$ cat config.mk
export PLATFORM = sky130hd
export DESIGN_NAME = edf_task_scheduler_core
export DESIGN_NICKNAME = d
export VERILOG_FILES = /design/src/rtl/core/edf_pkg.sv /design/src/rtl/core/edf_datapath.sv /design/src/rtl/core/edf_ctrl.sv /design/src/rtl/core/edf_task_scheduler_core.sv
export SDC_FILE = /design/constraint.sdc
export NUM_CORES = 2
export LEC_CHECK = 0
export BUFFER_PORTS_ARGS = -buffer_cell sky130_fd_sc_hd__buf_2
export CAP_MARGIN = 5
export CORE_MARGIN = 4
export CORE_UTILIZATION = 55
export CTS_CLUSTER_SIZE = 24
export DETAILED_ROUTE_END_ITERATION = 6
export GPL_TIMING_DRIVEN = 0
export HOLD_SLACK_MARGIN = 0.1
export PLACE_DENSITY = 0.81
export SLEW_MARGIN = 20
export SYNTH_ARGS = -nofsm -noshare
export SYNTH_HDL_FRONTEND = slang
export SYNTH_HIERARCHICAL = 1
export SYNTH_SLANG_ARGS = --single-unit
$ cat constraint.sdc
create_clock -name clk -period 4.95 [get_ports clk]
set_clock_uncertainty 0.2 [all_clocks]
set_input_delay 0.99 -clock clk [delete_from_list [all_inputs] [get_ports clk]]
set_output_delay 0.99 -clock clk [all_outputs]
set_load 0.01 [all_outputs]
$ cat src/rtl/core/edf_pkg.sv
// ============================================================================
// edf_pkg: shared types and constants for the EDF task scheduler
// Word layouts, kind and status codes, controller states and command/status
// bundles between the controller and the datapath.
// ============================================================================
`default_nettype none

package edf_pkg;

  localparam int MAX_TASKS_DEFAULT = 16;

  // item kinds
  localparam logic [1:0] KIND_TICK  = 2'd0;
  localparam logic [1:0] KIND_LOAD  = 2'd1;
  localparam logic [1:0] KIND_START = 2'd2;
  localparam logic [1:0] KIND_STOP  = 2'd3;

  // task status codes
  localparam logic [1:0] ST_READY   = 2'd0;
  localparam logic [1:0] ST_RUNNING = 2'd1;
  localparam logic [1:0] ST_BLOCKED = 2'd2;
  localparam logic [1:0] ST_INERT   = 2'd3;  // stored as loaded; a tick renewal or a start can change it

  typedef struct packed {
    logic [1:0]  kind;
    logic [3:0]  entry_index;
    logic [31:0] entry_deadline;
    logic [31:0] entry_period;
    logic [1:0]  entry_status;
  } in_word_t;

  typedef struct packed {
    logic [3:0]  running_task;
    logic        switched;
    logic        went_idle;
    logic [31:0] time_now;
  } out_word_t;

  typedef enum logic [3:0] {
    S_IDLE,
    S_LOAD,
    S_TICK,
    S_CURDL,
    S_WALK_T,
    S_MARK,
    S_WALK_R,
    S_FINAL,
    S_WALK_S,
    S_RDCUR,
    S_STWB,
    S_DONE
  } state_t;

  typedef enum logic [1:0] {
    WALK_TICK,
    WALK_RESCHED,
    WALK_START
  } walk_mode_t;

  typedef struct packed {
    logic       capture;     // latch incoming word, reset walk and search
    logic       do_load;
    logic       tick_inc;
    logic       rd_cur;
    logic       cur_dl_load;
    logic       walk_start;
    logic       walk_run;
    walk_mode_t mode;
    logic       mark;
    logic [1:0] mark_val;
    logic       finalize;
    logic       set_cur_pick;
    logic       start_wb;
    logic       out_load;
  } cmd_t;

  typedef struct packed {
    logic [1:0] kind;
    logic       flag;
    logic       walk_done;
    logic       out_busy;
    logic       out_valid;
  } sts_t;

  // 32-bit wrapping add; an all-ones sum folds to zero
  function automatic logic [31:0] wrap_add(input logic [31:0] a, input logic [31:0] b);
    logic [31:0] s;
    s = a + b;
    return (s == 32'hFFFF_FFFF) ? 32'd0 : s;
  endfunction

endpackage

`default_nettype wire

$ cat src/rtl/core/edf_datapath.sv
// ============================================================================
// edf_datapath: task tables, system clock and walk engine
// Holds the three task memories, the running task, the search registers and
// the output word register. Driven by command bits from edf_ctrl.
// ============================================================================
`default_nettype none

module edf_datapath
  import edf_pkg::*;
#(
  parameter int MaxTasks = MAX_TASKS_DEFAULT
) (
  input  wire logic      clk,
  input  wire logic      rst,
  input  wire logic      cfg_valid,
  input  wire logic [4:0] cfg_data,
  input  wire in_word_t  in_data,
  input  wire cmd_t      cmd,
  output sts_t           sts,
  output logic           out_valid,
  input  wire logic      out_ready,
  output out_word_t      out_data
);

  localparam int AW = (MaxTasks > 1) ? $clog2(MaxTasks) : 1;
  localparam logic [4:0] WalkMax = (MaxTasks < 16) ? 5'(MaxTasks) : 5'd16;

  logic [31:0] dl_mem  [MaxTasks];
  logic [31:0] per_mem [MaxTasks];
  logic [1:0]  st_mem  [MaxTasks];

  logic [31:0] rd_dl, rd_per;
  logic [1:0]  rd_st;
  logic [AW-1:0] raddr;

  in_word_t    item;
  logic [4:0]  task_count;
  logic [31:0] clock;
  logic [3:0]  cur;
  logic [31:0] cur_dl;
  logic        flag;
  logic [31:0] best;
  logic [3:0]  pick;
  logic        sw, idle;
  logic [4:0]  widx;
  logic [3:0]  didx;
  logic        pend;
  logic [4:0]  walk_n;

  logic        dl_we, per_we, st_we;
  logic [AW-1:0] dl_wa, st_wa;
  logic [31:0] dl_wd;
  logic [1:0]  st_wd;

  logic        data_ph, renew, load_ok;
  logic [31:0] new_dl;
  logic [3:0]  fin_task;

  assign walk_n   = (task_count > WalkMax) ? WalkMax : task_count;
  assign data_ph  = cmd.walk_run && pend;
  assign renew    = (rd_dl == clock);
  assign new_dl   = wrap_add(rd_dl, rd_per);
  assign load_ok  = (32'(item.entry_index) < 32'(MaxTasks));
  assign fin_task = (pick != cur) ? pick : 4'd0;

  always_comb begin
    if (cmd.rd_cur) begin
      raddr = AW'(cur);
    end else if (cmd.set_cur_pick) begin
      raddr = AW'(pick);
    end else begin
      raddr = AW'(widx);
    end
  end

  // memory write selection; sources never overlap in time
  always_comb begin
    dl_we  = 1'b0;
    per_we = 1'b0;
    st_we  = 1'b0;
    dl_wa  = AW'(didx);
    st_wa  = AW'(didx);
    dl_wd  = new_dl;
    st_wd  = ST_READY;
    if (cmd.do_load && load_ok) begin
      dl_we  = 1'b1;
      per_we = 1'b1;
      st_we  = 1'b1;
      dl_wa  = AW'(item.entry_index);
      st_wa  = AW'(item.entry_index);
      dl_wd  = item.entry_deadline;
      st_wd  = item.entry_status;
    end else if (cmd.start_wb) begin
      dl_we = 1'b1;
      st_we = 1'b1;
      dl_wa = AW'(cur);
      st_wa = AW'(cur);
      st_wd = ST_RUNNING;
    end else if (cmd.mark) begin
      st_we = 1'b1;
      st_wa = AW'(cur);
      st_wd = cmd.mark_val;
    end else if (cmd.finalize) begin
      st_we = 1'b1;
      st_wa = AW'(fin_task);
      st_wd = ST_RUNNING;
    end else if (data_ph && renew && cmd.mode != WALK_START) begin
      dl_we = 1'b1;
      st_we = (cmd.mode == WALK_TICK);
    end
  end

  always_ff @(posedge clk) begin
    if (dl_we) begin
      dl_mem[dl_wa] <= dl_wd;
    end
    if (per_we) begin
      per_mem[AW'(item.entry_index)] <= item.entry_period;
    end
    if (st_we) begin
      st_mem[st_wa] <= st_wd;
    end
    rd_dl  <= dl_mem[raddr];
    rd_per <= per_mem[raddr];
    rd_st  <= st_mem[raddr];
  end

  // walk sequencer: issue a read, then process its registered data in the next cycle
  always_ff @(posedge clk) begin
    if (rst) begin
      pend <= 1'b0;
      widx <= '0;
    end else if (cmd.capture || cmd.walk_start) begin
      pend <= 1'b0;
      widx <= '0;
    end else if (cmd.walk_run) begin
      pend <= (widx < walk_n);
      didx <= widx[3:0];
      if (widx < walk_n) begin
        widx <= widx + 5'd1;
      end
    end
  end

  always_ff @(posedge clk) begin
    if (rst) begin
      task_count <= 5'd1;
      clock      <= '0;
      cur        <= '0;
      out_valid  <= 1'b0;
    end else begin
      if (cfg_valid) begin
        task_count <= cfg_data;
      end
      if (cmd.tick_inc) begin
        clock <= wrap_add(clock, 32'd1);
      end
      if (cmd.finalize) begin
        cur <= fin_task;
      end else if (cmd.set_cur_pick) begin
        cur <= pick;
      end
      if (cmd.out_load) begin
        out_valid <= 1'b1;
      end else if (out_ready) begin
        out_valid <= 1'b0;
      end
    end
  end

  always_ff @(posedge clk) begin
    if (cmd.capture) begin
      item <= in_data;
      flag <= 1'b0;
      best <= 32'hFFFF_FFFF;
      pick <= cur;
      sw   <= 1'b0;
      idle <= 1'b0;
    end
    if (cmd.cur_dl_load) begin
      cur_dl <= rd_dl;
    end
    if (data_ph) begin
      unique case (cmd.mode)
        WALK_TICK: begin
          if (rd_dl <= cur_dl && rd_st == ST_READY) begin
            flag <= 1'b1;
          end
          if (renew && didx == cur) begin
            cur_dl <= new_dl;
          end
        end
        WALK_RESCHED: begin
          if (rd_st == ST_READY && rd_dl < best) begin
            best <= rd_dl;
            pick <= didx;
          end
        end
        WALK_START: begin
          if (rd_dl < best) begin
            best <= rd_dl;
            pick <= didx;
          end
        end
        default: ;
      endcase
    end
    if (cmd.finalize) begin
      sw   <= 1'b1;
      idle <= (pick == cur);
    end
    if (cmd.start_wb) begin
      sw <= 1'b1;
    end
    if (cmd.out_load) begin
      out_data.running_task <= cur;
      out_data.switched     <= sw;
      out_data.went_idle    <= idle;
      out_data.time_now     <= clock;
    end
  end

  assign sts.kind      = item.kind;
  assign sts.flag      = flag;
  assign sts.walk_done = (widx >= walk_n) && !pend;
  assign sts.out_busy  = out_valid && !out_ready;
  assign sts.out_valid = out_valid;

endmodule

`default_nettype wire

$ cat src/rtl/core/edf_ctrl.sv
// ============================================================================
// edf_ctrl: scheduler sequencer
// Steps each word through its passes over the task table and issues the
// datapath commands.
// ============================================================================
`default_nettype none

module edf_ctrl
  import edf_pkg::*;
(
  input  wire logic       clk,
  input  wire logic       rst,
  input  wire logic       in_valid,
  input  wire logic [1:0] in_kind,
  output logic            in_ready,
  input  wire sts_t       sts,
  output cmd_t            cmd
);

  state_t state, state_next;

  always_ff @(posedge clk) begin
    if (rst) begin
      state <= S_IDLE;
    end else begin
      state <= state_next;
    end
  end

  always_comb begin
    state_next = state;
    unique case (state)
      S_IDLE: begin
        if (in_valid) begin
          unique case (in_kind)
            KIND_TICK:  state_next = S_TICK;
            KIND_LOAD:  state_next = S_LOAD;
            KIND_START: state_next = S_WALK_S;
            default:    state_next = S_MARK;
          endcase
        end
      end
      S_LOAD:   state_next = S_DONE;
      S_TICK:   state_next = S_CURDL;
      S_CURDL:  state_next = S_WALK_T;
      S_WALK_T: begin
        if (sts.walk_done) begin
          state_next = sts.flag ? S_MARK : S_DONE;
        end
      end
      S_MARK:   state_next = S_WALK_R;
      S_WALK_R: begin
        if (sts.walk_done) begin
          state_next = S_FINAL;
        end
      end
      S_FINAL:  state_next = S_DONE;
      S_WALK_S: begin
        if (sts.walk_done) begin
          state_next = S_RDCUR;
        end
      end
      S_RDCUR:  state_next = S_STWB;
      S_STWB:   state_next = S_DONE;
      S_DONE: begin
        if (!sts.out_busy) begin
          state_next = S_IDLE;
        end
      end
      default:  state_next = S_IDLE;
    endcase
  end

  always_comb begin
    cmd      = '0;
    cmd.mode = WALK_TICK;
    in_ready = 1'b0;
    unique case (state)
      S_IDLE: begin
        in_ready    = 1'b1;
        cmd.capture = in_valid;
      end
      S_LOAD:  cmd.do_load = 1'b1;
      S_TICK: begin
        cmd.tick_inc = 1'b1;
        cmd.rd_cur   = 1'b1;
      end
      S_CURDL: cmd.cur_dl_load = 1'b1;
      S_WALK_T: begin
        cmd.walk_run = 1'b1;
        cmd.mode     = WALK_TICK;
      end
      S_MARK: begin
        cmd.mark       = 1'b1;
        cmd.mark_val   = (sts.kind == KIND_STOP) ? ST_BLOCKED : ST_READY;
        cmd.walk_start = 1'b1;
      end
      S_WALK_R: begin
        cmd.walk_run = 1'b1;
        cmd.mode     = WALK_RESCHED;
      end
      S_FINAL: cmd.finalize = 1'b1;
      S_WALK_S: begin
        cmd.walk_run = 1'b1;
        cmd.mode     = WALK_START;
      end
      S_RDCUR: cmd.set_cur_pick = 1'b1;
      S_STWB:  cmd.start_wb = 1'b1;
      S_DONE:  cmd.out_load = !sts.out_busy;
      default: ;
    endcase
  end

  // reschedule pass only follows a tick or a stop
  a_resched_kind: assert property (@(posedge clk) disable iff (rst)
    (state == S_WALK_R) |-> (sts.kind == KIND_TICK || sts.kind == KIND_STOP))
    else $error("reschedule pass for wrong kind");

  // finishing a word always raises the output valid
  a_done_out: assert property (@(posedge clk) disable iff (rst)
    (state == S_DONE && !sts.out_busy) |=> sts.out_valid)
    else $error("result word not presented");

  // start writeback comes right after reading the chosen entry
  a_stwb_order: assert property (@(posedge clk) disable iff (rst)
    (state == S_STWB) |-> ($past(state) == S_RDCUR))
    else $error("start writeback out of order");

endmodule

`default_nettype wire

$ cat src/rtl/core/edf_task_scheduler_core.sv
// ============================================================================
// edf_task_scheduler_core: earliest-deadline-first scheduler, top level
// Task table with deadline, period and status per entry; tick, load, start
// and stop words each produce one result word.
// ============================================================================
// Usage:
//   in_valid/in_ready carry one in_word_t; kind selects tick, load, start or
//   stop. Every accepted word yields exactly one out_word_t on
//   out_valid/out_ready, holding the running task, the switch and idle flags
//   and the system time after the word.
//   cfg_valid/cfg_ready write task_count (entries walked, capped at 16 and
//   at MaxTasks). Write it only while no word is in flight.
// Operation:
//   load walks no entries; start and stop walk the table once; a tick walks
//   it once, and again to reschedule when a ready entry has a deadline no
//   later than the running task's. Each table pass issues one memory read
//   per entry and processes its registered read data the next cycle. One
//   word is worked on at a time; the next is taken as soon as the
//   sequencer returns to idle.
// Reset: task 0 running, time zero, task_count 1. Table contents are not
//   cleared and must be loaded before use.
// Stall: a finished word waits in the output register; while out_ready is
//   low the sequencer holds in its finish step and takes no new word.
// ============================================================================
`default_nettype none

module edf_task_scheduler_core
  import edf_pkg::*;
#(
  parameter int MaxTasks = MAX_TASKS_DEFAULT
) (
  input  wire logic       clk,
  input  wire logic       rst,
  input  wire logic       in_valid,
  output logic            in_ready,
  input  wire in_word_t   in_data,
  output logic            out_valid,
  input  wire logic       out_ready,
  output out_word_t       out_data,
  input  wire logic       cfg_valid,
  output logic            cfg_ready,
  input  wire logic [4:0] cfg_data
);

  cmd_t cmd;
  sts_t sts;

  // register writes are always accepted
  assign cfg_ready = 1'b1;

  edf_ctrl u_ctrl (
    .clk      (clk),
    .rst      (rst),
    .in_valid (in_valid),
    .in_kind  (in_data.kind),
    .in_ready (in_ready),
    .sts      (sts),
    .cmd      (cmd)
  );

  edf_datapath #(
    .MaxTasks (MaxTasks)
  ) u_dp (
    .clk       (clk),
    .rst       (rst),
    .cfg_valid (cfg_valid),
    .cfg_data  (cfg_data),
    .in_data   (in_data),
    .cmd       (cmd),
    .sts       (sts),
    .out_valid (out_valid),
    .out_ready (out_ready),
    .out_data  (out_data)
  );

endmodule

`default_nettype wire

# == After elaboration in Yosys (flattened, before gate mapping) ==
# Memory sizes are Yosys's and may differ from the RTL's. A register that Yosys moved wholly into a read port is not among the register bits.
# Index checks and enable logic that the tools add are counted.
# totals
regBits,237
latchBits,0
mem_bits_rw,1056
rom_bits,0
inputBits,82
output_inout_bits,41
elab_cells,168
n_memories,3
# mem_list
name,depth,width,read_ports,rd_clocked_by_memory_dff,write_ports,line,text
u_dp.dl_mem,16,32,1,1,1,edf_datapath.sv:28,logic [31:0] dl_mem [MaxTasks];
u_dp.per_mem,16,32,1,1,1,edf_datapath.sv:29,logic [31:0] per_mem [MaxTasks];
u_dp.st_mem,16,2,1,1,1,edf_datapath.sv:30,logic [1:0] st_mem [MaxTasks];
# op_classes
add_sub_neg,3
multipliers,0
n_div,0
n_lt_le_gt_ge,5
eq_ne,28
shift,0
n_mux,79
bitwise,2
reduce_logical,25
# ops
cell,n
32-bit 2-to-1 mux,11
4-bit 2-to-1 mux,21
32-bit equality test (second input constant),2
32-bit case mux with 2 select lines,1
4-bit case mux with 10 select lines,1
1-bit 2-to-1 mux,35
32-bit by 1-bit adder with 32-bit output (second input constant),1
32-bit adder,1
32-bit equality test,1
32-bit <= comparator,1
32-bit less-than comparator,1
4-bit by 3-bit equality test with 1-bit output (second input constant),4
4-bit equality test (second input constant),4
2-bit inequality test (second input constant),6
4-bit case mux with 3 select lines,1
2-bit 2-to-1 mux,5
3-bit case mux with 3 select lines,1
4-bit by 2-bit equality test with 1-bit output (second input constant),2
4-bit equality test,2
1-bit logical AND,8
4-bit case mux with 2 select lines,1
2-bit equality test (second input constant),3
2-bit logical NOT,3
2-bit nonzero test,3
18 further kinds,23

# == Longest topological paths before layout ==
# logic_depth
depth_word,12
depth_mapped,13
depth_no_buf,11

# == Cells and area by module ==
# Netlist, hierarchy kept.
# by_module_without_submodules
module,n_inst,cells_per_inst,area_each_um2,seq_area_each_um2
edf_datapath,1,3402,55967.4,38847.3
edf_ctrl,1,83,591.8,80.1
edf_task_scheduler_core,1,2,11.3,0.0

# == Worst setup path before layout ==
# OpenSTA, ideal clock, no wires.
# synth_path
path_type,reg2reg
startpoint,register u_ctrl.state[2]
endpoint,memory u_dp.per_mem[1][0] (enable)
setup_time_ns,0.501
arrival_time_ns,4.404
required_time_ns,4.249
path_slack_ns,-0.156
path_stages_with_launch,7
n_path_buf,3
period_less_slack_ns,5.106
path_cell_list,dfxtp_1 > buf_2 > clkbuf_1 > nor3_1 > clkbuf_1 > nand2_1 > nor4_1
# synth_lines
element,line,text
start: declaration,edf_ctrl.sv:20,"state_t state, state_next;"
start signal: assignment,edf_ctrl.sv:26,state <= state_next;
end: declaration,edf_datapath.sv:29,

==> flow_summary.ini <==
[timing]
hold_viol_final = 0
rsz0062_at_grt = true
fin_ws_ps = -17.1
fin_crit_sh_pct = 100
setup_viol = 1
finalMaxSlewViolations = 0
maxSlewHeadroom_pct = 18.5
worst_pin_slew_ps = 1220
fin_crit_ps = 4970
max_freq_mhz = 201
finalSetupTns_ps = -17.1

[floorplan]
core_um2 = 102000
rows = 117
die_area_um2 = 108000
initial_core_util_pct = 55.5
fp.dieH_um = 329
io_pins = 123
die_w_um = 329

[final_layout]
synthToLayoutAreaGrowth_pct = 15.2
stdcell_count = 5307
fin_nets = 4014
post-route-util_pct = 64.0
multi_input_area_um2 = 16700
n_fill_cell = 6775
drive_above_1_share_pct = 23.0
seq_area_um2 = 38900

[cts]
ctsRootBufferMaster = clkbuf_16
cts.clk_slew.worst_paths_ps = 60
cts_tree = built
clock_latency_ps = 790
ctsHtreeMaxLevel = 4
cts_buffers = 136
cts_max_path_buffers = 3
hold_buffers = 0
cts_sinks = 1359

[placed_design]
pre_cts_slack_ps = -513
dp_hpwl_um = 105000
place_congestion = 0.983
placedCellCount = 5055
portBuffers = 120

[run_status]
status = complete, but fails checks
violations = setup timing

[worst_setup_path]
critPathKind = reg -> reg
crit_required_ps = 5330
cp_max_fo = 10
end_kind = flip-flop
worst_path_max_delay_cell = buf_1
critPathArrivalTime_ps = 5340
critPathMaxStageDelay_ps = 790
crit_chain = buf_4 > buf_2 > nor3_1 > clkbuf_1 > nor2_1 > a21oi_4 > clkbuf_2 > buf_1 > mux2i_1 > a21oi_1
startpoint_type = flip-flop

[logic_synthesis]
syn-num-nets = 3674
syn_area_per_cell_um2 = 16.2
yosysWarnings = 6
synth_area_um2 = 56600
synthCells = 3486

[pwr]
clkPwrFrac_pct = 30.1
power_switching_mw = 11.1
seqPwrFrac_pct = 46.2
swShare_pct = 31.8
p_int_mw = 23.9
combinationalPowerShare_pct = 23.7
p_per_area_nw_per_um2 = 537
ir_drop_v = 0.000392
p_leak_nw = 22.1

[drt]
top_layer = met5
drt_iter0_markers = 4926
ant_nets = 0
vias = 34680
wl_per_cell_um = 30.3
wl_met2_um = 73800
wl_met1_um = 57200
firstDrtPassIters = 7
viasPerCell = 6.53
drc = 0
wl_um = 161000
met3WireLength_um = 18800

[global_routing]
grt_pass1_vias = 34578
antenna_found_initial = 4
grt_pass1_wl_um = 234000
grt-ovfl-total = 0
grt_max_degree = 40
grtUsageTotal_pct = 30.0

[min_path]
hp-class = in -> reg

[job]
cap_violations = 0
-- per-stage QoR --
stage | total power, mW | instance area [um^2] | hold WS, ps
global placement | 23.7 | 58900 | 211
floorplan | 21.0 | 56600 | 200
global route | 36.2 | 65200 | 165
CTS | 34.8 | 65100 | 149
finish | 35.0 | 65200 | 184
detailed placement | 24.1 | 60300 | 218
-- cell type report --
| class | count | share of cell area [%] |
|---|---|---|
| antenna | 5 | 0.0192 |
| buffer | 190 | 1.68 |
| clock buffer | 167 | 5.52 |
| clock inverter | 79 | 1.57 |
| inverter | 91 | 0.528 |
| multi-input combinational | 1846 | 25.6 |
| sequential | 1359 | 59.7 |
| tap | 1368 | 2.63 |
| timing repair buffer | 202 | 2.70 |
-- flip-flops by register name (all words and copies together), names as in the netlist, 4 cells and up --
register and count:
u_dp/didx 4, u_dp/item 70, u_dp/task_count 5, u_dp/widx 5, u_dp/rd_per 32, u_dp/st_mem 32
u_dp/rd_dl 32, u_dp/pick 4, u_dp/per_mem 512, u_dp/out_data 38, u_dp/cur_dl 32, u_ctrl/state 4
u_dp/clock 32, u_dp/best 32, u_dp/dl_mem 512, u_dp/cur 4
-- worst paths after layout --
path                   start          endpoint  slack, ps  cells after the start
min              in_data[12]     u_dp/item[12]        180                      1
max reg2reg  u_ctrl/state[3]    u_dp/rd_dl[12]        -20                     10
max          u_ctrl/state[3]    u_dp/rd_dl[12]        -20                     10
min reg2reg    u_dp/clock[6]  u_dp/out_data[6]        230                      0
-- cell usage in the layout (no fill, tap or decap), types with 78 or more instances in the layout --
cell type / n
buf_2: 146
inv_1: 88
a21oi_1: 157
clkbuf_16: 136
nand2_1: 197
dfxtp_1: 183
a211oi_1: 78
nor2_1: 166
ha_1: 105
edfxtp_1: 1171
o21ai_0: 137
clkbuf_1: 111
mux4_2: 264
mux2i_1: 122
-- critical path: cells and delay by family, from the launching register on --
| kind | cells | cell delay, ps |
|---|---|---|
| flops | 1 | 320 |
| mux | 1 | 180 |
| simple gates | 2 | 580 |
| compound gates | 2 | 1190 |
| buf+inv | 5 | 2260 |
-- metal layers --
metal	up-vias	track usage [%]
met1	17300	39.1
met5	-	0
met3	549	7.47
met2	2538	45.8
met4	2	18.5
li1	14291	-
-- power groups by stage --
stage               Combinational [mW]  Clock (mW)  Sequential, mW
floorplan                         5.22           0            15.8
global placement                  7.36           0            16.3
detailed placement                7.81           0            16.3
CTS                               8.01        10.6            16.1
global route                      8.80        11.1            16.2
finish                            8.28        10.5            16.2
-- repair_timing --
action / in CTS / in global routing
endpoints found under the setup margin: 517 / 563
hold endpoints to repair: 0 / 0
buffers inserted: 0 / 1
gates resized for setup: 50 / 43
(Power assumes the default switching activity.)
